==> src/sv/mfq_pkg.sv <==
// ----------------------------------------------------------------------------
// mfq_pkg
// Types, codes and constants shared by the mains frequency qualifier.
// ----------------------------------------------------------------------------
package mfq_pkg;

    localparam int unsigned FREQ_W     = 14;
    localparam int unsigned TIME_W     = 32;
    localparam int unsigned HZ_W       = 6;
    localparam int unsigned SRC_W      = 2;
    localparam int unsigned HALF_W     = 14;
    localparam int unsigned TICKS_W    = 7;
    localparam int unsigned CFG_IDX_W  = 1;
    localparam int unsigned CFG_DATA_W = 6;

    localparam logic [FREQ_W-1:0] FREQ_MIN_CHZ   = 14'd4500;
    localparam logic [FREQ_W-1:0] FREQ_MAX_CHZ   = 14'd6500;
    localparam logic [FREQ_W-1:0] FREQ_SPLIT_CHZ = 14'd5500;

    localparam logic [TIME_W-1:0] STALE_MS    = 32'd30000;
    localparam logic [TIME_W-1:0] MISMATCH_MS = 32'd60000;

    localparam logic [HZ_W-1:0] HZ_50 = 6'd50;
    localparam logic [HZ_W-1:0] HZ_60 = 6'd60;

    localparam logic [HALF_W-1:0]  HALF_US_50 = 14'd10000;
    localparam logic [HALF_W-1:0]  HALF_US_60 = 14'd8333;
    localparam logic [TICKS_W-1:0] TICKS_50   = 7'd98;
    localparam logic [TICKS_W-1:0] TICKS_60   = 7'd81;

    typedef enum logic [CFG_IDX_W-1:0] {
        CFG_MANUAL_MODE = 1'b0,
        CFG_MANUAL_HZ   = 1'b1
    } mfq_cfg_idx_t;

    typedef enum logic [SRC_W-1:0] {
        SRC_FALLBACK = 2'd0,
        SRC_METER    = 2'd1,
        SRC_MANUAL   = 2'd2
    } mfq_src_t;

    typedef struct packed {
        logic [FREQ_W-1:0] freq_centihz;
        logic [TIME_W-1:0] now_ms;
    } mfq_in_t;

    typedef struct packed {
        logic [HZ_W-1:0]    effective_hz;
        logic [SRC_W-1:0]   freq_source;
        logic               mismatch_warning;
        logic [HALF_W-1:0]  half_period_us;
        logic [TICKS_W-1:0] max_delay_ticks;
    } mfq_out_t;

    function automatic logic [HZ_W-1:0] hz_of(input logic is_60);
        return is_60 ? HZ_60 : HZ_50;
    endfunction

    function automatic logic [HALF_W-1:0] half_us_of(input logic is_60);
        return is_60 ? HALF_US_60 : HALF_US_50;
    endfunction

    function automatic logic [TICKS_W-1:0] ticks_of(input logic is_60);
        return is_60 ? TICKS_60 : TICKS_50;
    endfunction

endpackage

==> src/sv/mains_frequency_qualifier_unit.sv <==
// ----------------------------------------------------------------------------
// mains_frequency_qualifier_unit
// Qualifies meter frequency reports and selects the mains frequency in use.
// ----------------------------------------------------------------------------
// Usage:
//   s_valid/s_ready/s_data carry one report (centihertz, ms timestamp).
//   m_valid/m_ready/m_data carry one result per report: frequency in use,
//   its source, the mismatch warning, half period and triac delay ticks.
//   cfg_wr_en/cfg_addr/cfg_wdata write manual_mode (0) and manual_hz (1);
//   write only while no transaction is in flight.
//   m_valid rises when a report moves from the input to the result register.
//   Throughput: one report per cycle while the receiver does not stall; the
//   state update is a single pass of compares and one 32-bit subtract per
//   timer between the input register and the result register.
//   When the receiver stalls, the result register holds and the input
//   register keeps one more report; s_ready drops once both are full.
//   Reset (aresetn low, synchronous) empties both registers and returns the
//   state to 50 Hz, fallback source, timer idle, warning clear.
// ----------------------------------------------------------------------------
module mains_frequency_qualifier_unit (
    input  logic                                aclk,
    input  logic                                aresetn,
    input  logic                                s_valid,
    output logic                                s_ready,
    input  mfq_pkg::mfq_in_t                    s_data,
    output logic                                m_valid,
    input  logic                                m_ready,
    output mfq_pkg::mfq_out_t                   m_data,
    input  logic                                cfg_wr_en,
    input  logic [mfq_pkg::CFG_IDX_W-1:0]       cfg_addr,
    input  logic [mfq_pkg::CFG_DATA_W-1:0]      cfg_wdata
);
    import mfq_pkg::*;

    logic              manual_mode_reg;
    logic              manual_60_reg;

    logic              in_valid_reg;
    mfq_in_t           in_data_reg;
    logic              m_valid_reg;
    mfq_out_t          m_data_reg;

    logic [TIME_W-1:0] last_valid_reg, last_valid_next;
    logic [TIME_W-1:0] mm_start_reg, mm_start_next;
    logic              hz60_reg, hz60_next;
    mfq_src_t          source_reg, source_next;
    logic              warn_reg, warn_next;

    logic              advance;
    logic              plausible;
    logic              meter_60;
    logic [TIME_W-1:0] start_eff;
    logic [TIME_W-1:0] stale_age;
    logic [TIME_W-1:0] mm_age;

    assign advance = in_valid_reg && (!m_valid_reg || m_ready);
    assign s_ready = !in_valid_reg || advance;
    assign m_valid = m_valid_reg;
    assign m_data  = m_data_reg;

    assign plausible = (in_data_reg.freq_centihz >= FREQ_MIN_CHZ)
                    && (in_data_reg.freq_centihz <= FREQ_MAX_CHZ);
    assign meter_60  = (in_data_reg.freq_centihz >= FREQ_SPLIT_CHZ);
    assign start_eff = (mm_start_reg == '0) ? in_data_reg.now_ms : mm_start_reg;
    assign stale_age = in_data_reg.now_ms - last_valid_reg;
    assign mm_age    = in_data_reg.now_ms - start_eff;

    always_comb begin
        last_valid_next = last_valid_reg;
        mm_start_next   = mm_start_reg;
        hz60_next       = hz60_reg;
        source_next     = source_reg;
        warn_next       = warn_reg;
        if (manual_mode_reg) begin
            hz60_next   = manual_60_reg;
            source_next = SRC_MANUAL;
            warn_next   = 1'b0;
        end else if (!plausible) begin
            if (stale_age > STALE_MS) begin
                hz60_next   = manual_60_reg;
                source_next = SRC_FALLBACK;
            end
        end else begin
            last_valid_next = in_data_reg.now_ms;
            hz60_next       = meter_60;
            source_next     = SRC_METER;
            if (meter_60 != manual_60_reg) begin
                mm_start_next = start_eff;
                if (mm_age > MISMATCH_MS) begin
                    warn_next = 1'b1;
                end
            end else begin
                mm_start_next = '0;
                warn_next     = 1'b0;
            end
        end
    end

    always_ff @(posedge aclk) begin
        if (!aresetn) begin
            manual_mode_reg <= 1'b0;
            manual_60_reg   <= 1'b0;
        end else if (cfg_wr_en) begin
            case (cfg_addr)
                CFG_MANUAL_MODE: manual_mode_reg <= cfg_wdata[0];
                CFG_MANUAL_HZ:   manual_60_reg   <= (cfg_wdata == HZ_60);
                default: begin
                end
            endcase
        end
    end

    always_ff @(posedge aclk) begin
        if (!aresetn) begin
            in_valid_reg   <= 1'b0;
            m_valid_reg    <= 1'b0;
            last_valid_reg <= '0;
            mm_start_reg   <= '0;
            hz60_reg       <= 1'b0;
            source_reg     <= SRC_FALLBACK;
            warn_reg       <= 1'b0;
        end else begin
            if (s_valid && s_ready) begin
                in_valid_reg <= 1'b1;
            end else if (advance) begin
                in_valid_reg <= 1'b0;
            end
            if (advance) begin
                m_valid_reg    <= 1'b1;
                last_valid_reg <= last_valid_next;
                mm_start_reg   <= mm_start_next;
                hz60_reg       <= hz60_next;
                source_reg     <= source_next;
                warn_reg       <= warn_next;
            end else if (m_ready) begin
                m_valid_reg <= 1'b0;
            end
        end
    end

    always_ff @(posedge aclk) begin
        if (s_valid && s_ready) begin
            in_data_reg <= s_data;
        end
        if (advance) begin
            m_data_reg.effective_hz     <= hz_of(hz60_next);
            m_data_reg.freq_source      <= source_next;
            m_data_reg.mismatch_warning <= warn_next;
            m_data_reg.half_period_us   <= half_us_of(hz60_next);
            m_data_reg.max_delay_ticks  <= ticks_of(hz60_next);
        end
    end

endmodule

==> config.mk <==
export PLATFORM = sky130hd
export DESIGN_NAME = mains_frequency_qualifier_unit
export DESIGN_NICKNAME = d
export VERILOG_FILES = /design/src/sv/mfq_pkg.sv /design/src/sv/mains_frequency_qualifier_unit.sv
export SDC_FILE = /design/constraint.sdc
export NUM_CORES = 1
export LEC_CHECK = 0
export BUFFER_PORTS_ARGS = -buffer_cell sky130_fd_sc_hd__buf_2
export CAP_MARGIN = 5
export CORE_MARGIN = 1.5
export CORE_UTILIZATION = 60
export DETAILED_ROUTE_END_ITERATION = 10
export PLACE_DENSITY_LB_ADDON = 0.25
export SYNTH_ARGS = -nofsm -noshare
export SYNTH_HDL_FRONTEND = slang
export SYNTH_SLANG_ARGS = --single-unit
==> constraint.sdc <==
create_clock -name aclk -period 6.44 [get_ports aclk]
set_clock_uncertainty 0.1 [all_clocks]
set_input_delay 0.966 -clock aclk [delete_from_list [all_inputs] [get_ports aclk]]
set_output_delay 0.966 -clock aclk [all_outputs]
set_load 0.02 [all_outputs]
## Yosys cells after proc, flatten, opt, wreduce, memory -nomap -nowiden

Index checks and enable logic that the tools add are counted.

- Register bits: 148
- Bits of input ports: 58
- Output and inout port bits: 32
- Word-level logic and storage cells: 59

- Add/subtract/negate cells: 2
- Order comparisons: 5
- Equal/unequal tests: 2
- Muxes and demuxes: 19
- Bitwise operators: 2
- Reduce and logical (&&, ||, !) cells: 13

Operator list:

| kind | count |
|---|---|
| two-way mux 32 bit | 2 |
| subtractor 32 bit | 2 |
| > comparator 32 x 15 -> 1 bit (second input constant) | 1 |
| > comparator 32 x 16 -> 1 bit (second input constant) | 1 |
| zero test 32 bit | 1 |
| greater-or-equal comparator 14 x 13 -> 1 bit (second input constant) | 2 |
| <= comparator 14 x 13 -> 1 bit (second input constant) | 1 |
| two-way mux 1 bit | 11 |
| two-way mux 11 bit | 1 |
| == test 6 bit (second input constant) | 1 |
| two-way mux 2 bit | 3 |
| two-way mux 6 bit | 1 |
| two-way mux 4 bit | 1 |
| AND reduction 2 bit | 2 |
| nonzero test 2 bit | 2 |
| logical AND 1 bit | 3 |
| AND reduction 3 bit | 1 |
| zero test 1 bit | 2 |
| logical OR 1 bit | 2 |
| inverter 1 bit | 2 |
| inequality test 1 bit | 1 |

## Depth between registers and ports, before layout

Gate-level depths: netlist of run 1.

- Word-level depth: 8
- Mapped depth: 20
- Mapped depth without buffers: 16

## Least setup slack after synthesis of run 1

Ideal clock, no wire load.

- Path type: reg2reg
- Start point: register mm_start_reg[26]
- End point: register m_data_reg, in the netlist m_data[21], data pin
- Library setup time: 0.269 ns
- Data arrival time: 4.772 ns
- Data required time: 6.071 ns
- Setup slack: 1.299 ns
- Stages on the path, launching flop included: 21
- Path buffers: 4
- Clock period less this slack: 5.141 ns
- Cells stage by stage: dfxtp_1 -> nor4_1 -> nand2_1 -> nor4_2 -> clkbuf_1 -> clkbuf_1 -> clkbuf_1 -> a21oi_1 -> ha_1 -> clkbuf_1 -> a21oi_1 -> o21ai_0 -> nand2_1 -> a221oi_1 -> a41oi_1 -> a211oi_1 -> or3b_2 -> a31oi_1 -> o211ai_1 -> o41ai_1 -> a21oi_1

- Cells in the longest elaborated chain, start to end: 8

Ends and longest elaborated chain:

| what | line | text |
|---|---|---|
| start, declared | mains_frequency_qualifier_unit.sv:44 | `logic [TIME_W-1:0] mm_start_reg, mm_start_next;` |
| start signal, assigned | mains_frequency_qualifier_unit.sv:131 | `mm_start_reg <= mm_start_next;` |
| zero test 32 bit | mains_frequency_qualifier_unit.sv:64 | `assign start_eff = (mm_start_reg == '0) ? in_data_reg.now_ms : mm_start_reg;` |
| two-way mux 32 bit * | mains_frequency_qualifier_unit.sv:64 |  |
| subtractor 32 bit * | mains_frequency_qualifier_unit.sv:66 | `assign mm_age = in_data_reg.now_ms - start_eff;` |
| > comparator 32 x 16 -> 1 bit * | mains_frequency_qualifier_unit.sv:89 | `if (mm_age > MISMATCH_MS) begin` |
| two-way mux 1 bit * | mains_frequency_qualifier_unit.sv:89 |  |
| two-way mux 1 bit * | mains_frequency_qualifier_unit.sv:87 | `if (meter_60 != manual_60_reg) begin` |
| two-way mux 1 bit * | mains_frequency_qualifier_unit.sv:78 | `end else if (!plausible) begin` |
| two-way mux 1 bit * | mains_frequency_qualifier_unit.sv:74 | `if (manual_mode_reg) begin` |
| named net warn_next | mains_frequency_qualifier_unit.sv:47 | `logic warn_reg, warn_next;` |
| end, declared | mains_frequency_qualifier_unit.sv:41 | `mfq_out_t m_data_reg;` |

The timed path passes the listed nets; every way through them passes the cells marked *.
A chain may end at the register's enable or synchronous reset.

## Worst setup path in the final report of run 1

- Start point: register mm_start_reg[23]
- End point: register m_data_reg, in the netlist m_data[21], data pin

The elaborated chain is that of the path after synthesis.

==> results of run 1 <==
worst max-delay path: cells and delay by family (launching register included):
kind | cells | cell delay [ps]
and+or+nand+nor | 5 | 1450
xor gates and xnor gates | 1 | 90
adders and majority gates | 1 | 460
AOI/OAI and AO/OA | 9 | 2480
DFF | 1 | 320
path summary, 6_finish.rpt:
check                   start             to  cells past startpoint
min reg2reg     source_reg[0]  source_reg[0]                      2
max          mm_start_reg[23]     m_data[21]                     16
min             source_reg[0]  source_reg[0]                      2
max reg2reg  mm_start_reg[23]     m_data[21]                     16
layout by cell type, fill, tap and decap left out, drive strengths merged, types with 9 or more instances in the layout:
cell type / Yosys / routed
a21oi: 97 / 97
a31oi: 14 / 14
and2: 32 / 32
edfxtp: 51 / 51
buf: 27 / 83
inv: 62 / 64
nor2: 57 / 57
a21o: 25 / 25
xnor2: 13 / 13
a21boi: 38 / 38
nand2b: 21 / 21
conb: 2 / 12
or3: 9 / 9
a211oi: 12 / 12
ha: 55 / 55
clkbuf: 41 / 18
nand2: 163 / 163
nand3: 27 / 27
nor3: 20 / 20
o21ai: 81 / 81
nor4: 15 / 15
xor2: 15 / 15
dfxtp: 72 / 72
nor2b: 18 / 18
per-stage QoR:
stage / worst slack [ps] / hold WS (ps) / power, W / cells / util (%)
6_report: 1260 / 355 / 0.00269 / 1360 / 68.7
5_1_grt: 720 / 378 / 0.00281 / 1360 / 68.7
4_1_cts: 1320 / 356 / 0.00268 / 1360 / 68.7
3_5_place_dp: 1440 / 348 / 0.00162 / 1328 / 64.3
3_3_place_gp: 1440 / 346 / 0.00162 / 1328 / 64.3
2_1_floorplan: 1300 / 326 / 0.00146 / 1129 / -
kinds of logic after synthesis:
logic type / count (synthesis)
AND/OR/NAND/NOR: 404
AO/OA/AOI/OAI: 365
buffers and inverters: 130
flip-flops: 123
adder cells (fa/ha/maj): 59
XOR/XNOR: 28
multiplexers: 8
other: 2
per-layer routing:
layer	vias to the layer above	GRT usage (%)
met5	-	0
met4	0	9.87
met3	33	6.16
met2	321	46.1
met1	3965	40.3
li1	4151	-
area by class of cell:
class                   count  area (um2)  share of cell area, %
inverters                  62         233                   2.31
flip-flops and latches    123        2970                   29.6
multi-input cells         876        5540                   55.1
clock buffers              18         429                   4.27
well taps                 184         230                   2.29
repair buffers             83         430                   4.28
clock inverters            14         219                   2.18
power breakdown:
group | internal, W | leakage (nW) | switching [W] | total (W)
Combinational | 0.000298 | 2.58 | 0.000465 | 0.000762
Clock | 0.000688 | 0.311 | 0.000367 | 0.00106
Sequential | 0.000841 | 1.08 | 0.0000281 | 0.000869
==> out/metrics.csv, run 1 <==
metric,value,unit
number of H-tree levels,4,
Tcrit/Tclk final,80.5,%
Post-synth EDFFs,51,
Syn Area/Cell,8.08,um2
most numerous cell in the Yosys netlist,nand2_1,
IO Pins,90,
Area contributors post-synth,"edfxtp_1 17%, dfxtp_1 16%, ha_1 7.6%, nand2_1 6.8%, a21oi_1 5.4%",
maximum VDD drop,0.216,mV
crit-path most repeated cell,a21oi_1,
Core Footprint,14600,um2
max cap viols,0,
Post-CTS Repair Setup Buffers,0,
"Slowest-stage cell, CP",nor4_4,
placed instance area,9410,um2
IO Port Bufs,77,
via count,8470,
vias per inst,6.23,
Post-CTS Hold Buffers,0,
Rows,44,
Synth Area in XOR/XNOR,2.71,%
Seq cells post-synth,123,
Final nets,1278,
die height,126,um
Synth Area in Compound Gates,26.7,%
layout cells sized above 1,11.4,%
WL per Instance,17.0,um
uppermost layer routed,met4,
worst stage delay on the critical path,670,ps
met3 wire len,1640,um
P_leak,3.97,nW
final instance area,10100,um2
die area,15800,um2
total grt overflow,0,
Post-Route Setup TNS,0,ps
Worst-Skew Late Latency,430,ps
filler cell count,1192,
Final Hold Viols,0,
ant diodes,0,
vias in the first global route,7505,
post-synth top area share,16.9,%
CTS tree,yes,
"antenna viol nets, final",0,
fin crit period,5180,ps
Arrival @ worst endpoint,5260,ps
Metal-1 WL,10600,um
ys async rst share,0,%
startpoint types,register,
Setup crit end kind,register,
yosys warns,0,
initial DRC count,739,
crit-path cells,nor4_1 > nand2_1 > nor4_4 > a21oi_1 > ha_1 > a21oi_1 > o21ai_0 > nand2_1 > a221oi_1 > nor2_1 > a211oi_1 > a31oi_1 > o21ai_0 > xor2_1 > o41ai_1 > a21oi_1,
Critical Path RT,6510,ps
antenna violations before repair,0,
actual slew at the worst max-slew pin,1130,ps
Area Growth Syn to Fin,11.2,%
CTS Root Cell,clkbuf_16,
DP HPWL,16800,um
max FFs per register,46,
Final setup viols,0,
Initial Utilization,61.8,%
sequential area share after synthesis,32.9,%
WL met2,10400,um
outcome,finished clean,
Routability Congestion,0.991,
R2R setup slack,1260,ps
Post-synth top cells,"163 x nand2_1, 97 x a21oi_1, 77 x o21ai_0",
Crit Path Max Fanout,13,
unrepaired setup endpoints after global routing,false,
Syn Std Cell Area,9050,um2
ys flop type,dfxtp_1,
adder-cell area share of the yosys netlist,8.27,%
pwr dens,267,nW/um2
worst hold path class,register to register,
pin count of the biggest net entering global routing,68,
Setup CP Type,register to register,
number of buffers created by CTS,17,
Post-route DRC,0,
Slew HR,24.6,%
synth unique cells,80,
cell count after synthesis,1119,
CTS Buffer Depth,2,
Peak Freq,193,MHz
Die W,126,um
clk slew on worst S/H paths,60,ps
CTS Sinks,123,
GRT Resource Usage Total,29.3,%
combinational family with the most area after synthesis,compound AO/OA/AOI/OAI gates,
mux cell area share after synthesis,0.899,%
first-pass GRT wire length,37100,um
Pins Over Slew Limit,0,
1st-pass router iterations,8,
Synth area leader,edfxtp_1,
simple-gate share of the synthesized area,22.0,%
post-cts resize count,0,
Post-Route WL,23100,um
(Power assumes the default switching activity.)
==> inputs of run 2 (changes only) <==
- clock period: 6.44 -> 4.8 ns (I/O delays scaled with it)
==> run 2 against run 1 <==
Utilization is 0.23 points higher; fmax is 16% higher; cell area grew 0.34%; critical endpoint unchanged; cell count up 0.81%; flip-flop and latch count did not move; non-clock buffer count rose by 11.
==> out/metrics.csv, run 2 (synthesis results as in run 1) <==
metric,value,unit,change
R2R depth,17,,+1
die area,15800,um2,unchanged
Worst Setup SP,mm_start_reg[7],,
WHS,362,ps,+6.62 ps
CTS Buffer Depth,2,,unchanged
crit-path cells,nor4_1 > nand2_1 > nor4_4 > buf_4 > a21oi_1 > ha_1 > a21oi_2 > o21ai_0 > nor2_1 > a221oi_2 > a41oi_1 > a211oi_2 > or3b_2 > a31oi_1 > o211ai_1 > o41ai_2 > a21oi_1,,
Peak Freq,224,MHz,+16%
vias in the first global route,7762,,+3.4%
CTS Sinks,123,,unchanged
Routability Congestion,0.960,,-3.1%
Final nets,1289,,+0.86%
clk slew on worst S/H paths,50,ps,about the same
Arrival @ worst endpoint,4530,ps,-730 ps
Setup crit end kind,register,,
R2R setup slack,330,ps,-930 ps
antenna violations before repair,0,,unchanged
worst stage delay on the critical path,460,ps,-210 ps
CTS Root Cell,clkbuf_16,,
P_int,0.00232,W,+27%
startpoint types,register,,
Crit Path Max Fanout,6,,-7
number of buffers created by CTS,17,,unchanged
vias per inst,6.28,,+0.84%
Final setup viols,0,,unchanged
total grt overflow,0,,unchanged
layout cells sized above 1,12.4,%,+0.99 points
"most common cell after layout, fill and taps aside",nand2_1,,
GRT Resource Usage Total,30.2,%,+0.93 points
ant diodes,0,,unchanged
Setup CP Type,register to register,,
1st-pass router iterations,8,,unchanged
Critical Path RT,4850,ps,-1660 ps
combinational power share,30.7,%,+2.3 points
Worst-Skew Late Latency,420,ps,about the same
Final Hold Viols,0,,unchanged
max FFs per register,46,,unchanged
fin crit period,4470,ps,-712 ps
pwr dens,343,nW/um2,+28%
number of H-tree levels,4,,unchanged
Worst Hold Path Cells,2,,unchanged
HP Start,last_valid_reg[24],,
Worst Hold End,last_valid_reg[24],,
die height,126,um,unchanged
most frequent cells in the layout,"162 x nand2_1, 96 x a21oi_1, 77 x buf_2",,
initial DRC count,834,,+13%
Tcrit/Tclk final,93.2,%,+13 points
Rows,44,,unchanged
Post-Route WL,23700,um,+2.6%
"Slowest-stage cell, CP",or3b_2,,
Switch Pwr,0.00114,W,+32%
maximum VDD drop,0.328,mV,+52%
critical path's top delay family,compound AO/OA/AOI/OAI gates,,
via count,8610,,+1.7%
P_leak,3.99,nW,+0.50%
Post-route DRC,0,,unchanged
IO Port Bufs,77,,unchanged
Core Footprint,14600,um2,unchanged
pin count of the biggest net entering global routing,54,,-21%
RR Endpoint,m_data[21],,
max cap viols,0,,unchanged
IO Pins,90,,unchanged
DP HPWL,17300,um,+2.5%
Clock Power Share,35.6,%,-3.7 points
crit-path most repeated cell,a21oi_1,,
number of buffers and inverters on the critical path,1,,+1
Pins Over Slew Limit,0,,unchanged
actual slew at the worst max-slew pin,1130,ps,-5.87 ps
Area Growth Syn to Fin,11.6,%,
worst hold path class,register to register,,
Slew HR,25.0,%,+0.39 points
WL per Instance,17.3,um,+1.8%
"antenna viol nets, final",0,,unchanged
Post-Route Setup TNS,0,ps,unchanged
CTS tree,yes,,
part of the power in registers,33.7,%,+1.4 points
Die W,126,um,unchanged
Initial Utilization,61.8,%,unchanged
Sw Share,32.9,%,+0.86 points
RR Startpoint,mm_start_reg[7],,
unrepaired setup endpoints after global routing,false,,
outcome,finished clean,,
first-pass GRT wire length,38400,um,+3.4%
==> run 2: stage by stage <==
step	instances	area, um2	utilization [%]	power (W)	worst slack [ps]
final	1371	10100	68.9	0.00346	327
after global routing	1371	10100	68.9	0.00362	25.6
after CTS	1370	10100	68.6	0.00343	141
after detailed placement	1338	9490	64.8	0.00220	155
after global placement	1338	9490	64.8	0.00220	202
after floorplan	1129	9100	-	0.00196	76.1
==> run 2: per-layer routing <==
metal	track usage (%)	vias to the layer above	wire length, um
li1	-	4157	-
met1	40.9	4030	10400
met2	47.3	380	10600
met3	7.22	43	2100
met4	11.2	0	624
met5	0	-	0
==> run 2: power by group through the flow <==
stage	Combinational (W)	Sequential, W	Clock (W)
2_1_floorplan	0.000786	0.00118	0
3_5_place_dp	0.00102	0.00118	0
6_report	0.00106	0.00117	0.00123
5_1_grt	0.00117	0.00117	0.00128
4_1_cts	0.00103	0.00116	0.00124
3_3_place_gp	0.00101	0.00118	0
==> run 2: worst register-to-register path: stages, from the launching register on <==
cell and delay (ps):
dfxtp_1 330, nor4_1 320, nand2_1 160, nor4_4 330, buf_4 210, a21oi_1 90, ha_1 330, a21oi_2 260
o21ai_0 170, nor2_1 150, a221oi_2 70, a41oi_1 300, a211oi_2 120, or3b_2 460, a31oi_1 170, o211ai_1 120
o41ai_2 400, a21oi_1 110
==> run 2: worst max path at each step <==
stage | to | cells past startpoint | slack (ps)
3_5_place_dp | m_data[21] | 15 | 160
2_1_floorplan | m_data[21] | 18 | 80
4_1_cts | m_data[21] | 15 | 140
3_3_place_gp | m_data[21] | 15 | 200
6_report | m_data[21] | 17 | 330
5_1_grt | m_data[21] | 17 | 30
==> run 2: final cells by class <==
| type | count | area [um2] |
|---|---|---|
| clock inverter | 9 | 98.8 |
| fill | 1203 | 4550 |
| clock buffer | 23 | 458 |
| inverter | 62 | 233 |
| timing repair buffer | 94 | 517 |
| sequential | 123 | 2970 |
| multi-input combinational | 876 | 5580 |
| tap | 184 | 230 |
==> run 2: what timing repair did <==
item | CTS | global route
endpoints found under the setup margin | 0 | 2
endpoints found under the hold margin | 0 | 0
resized for setup | 0 | 7
hold buffers | 0 | 0
buffers inserted | 0 | 1
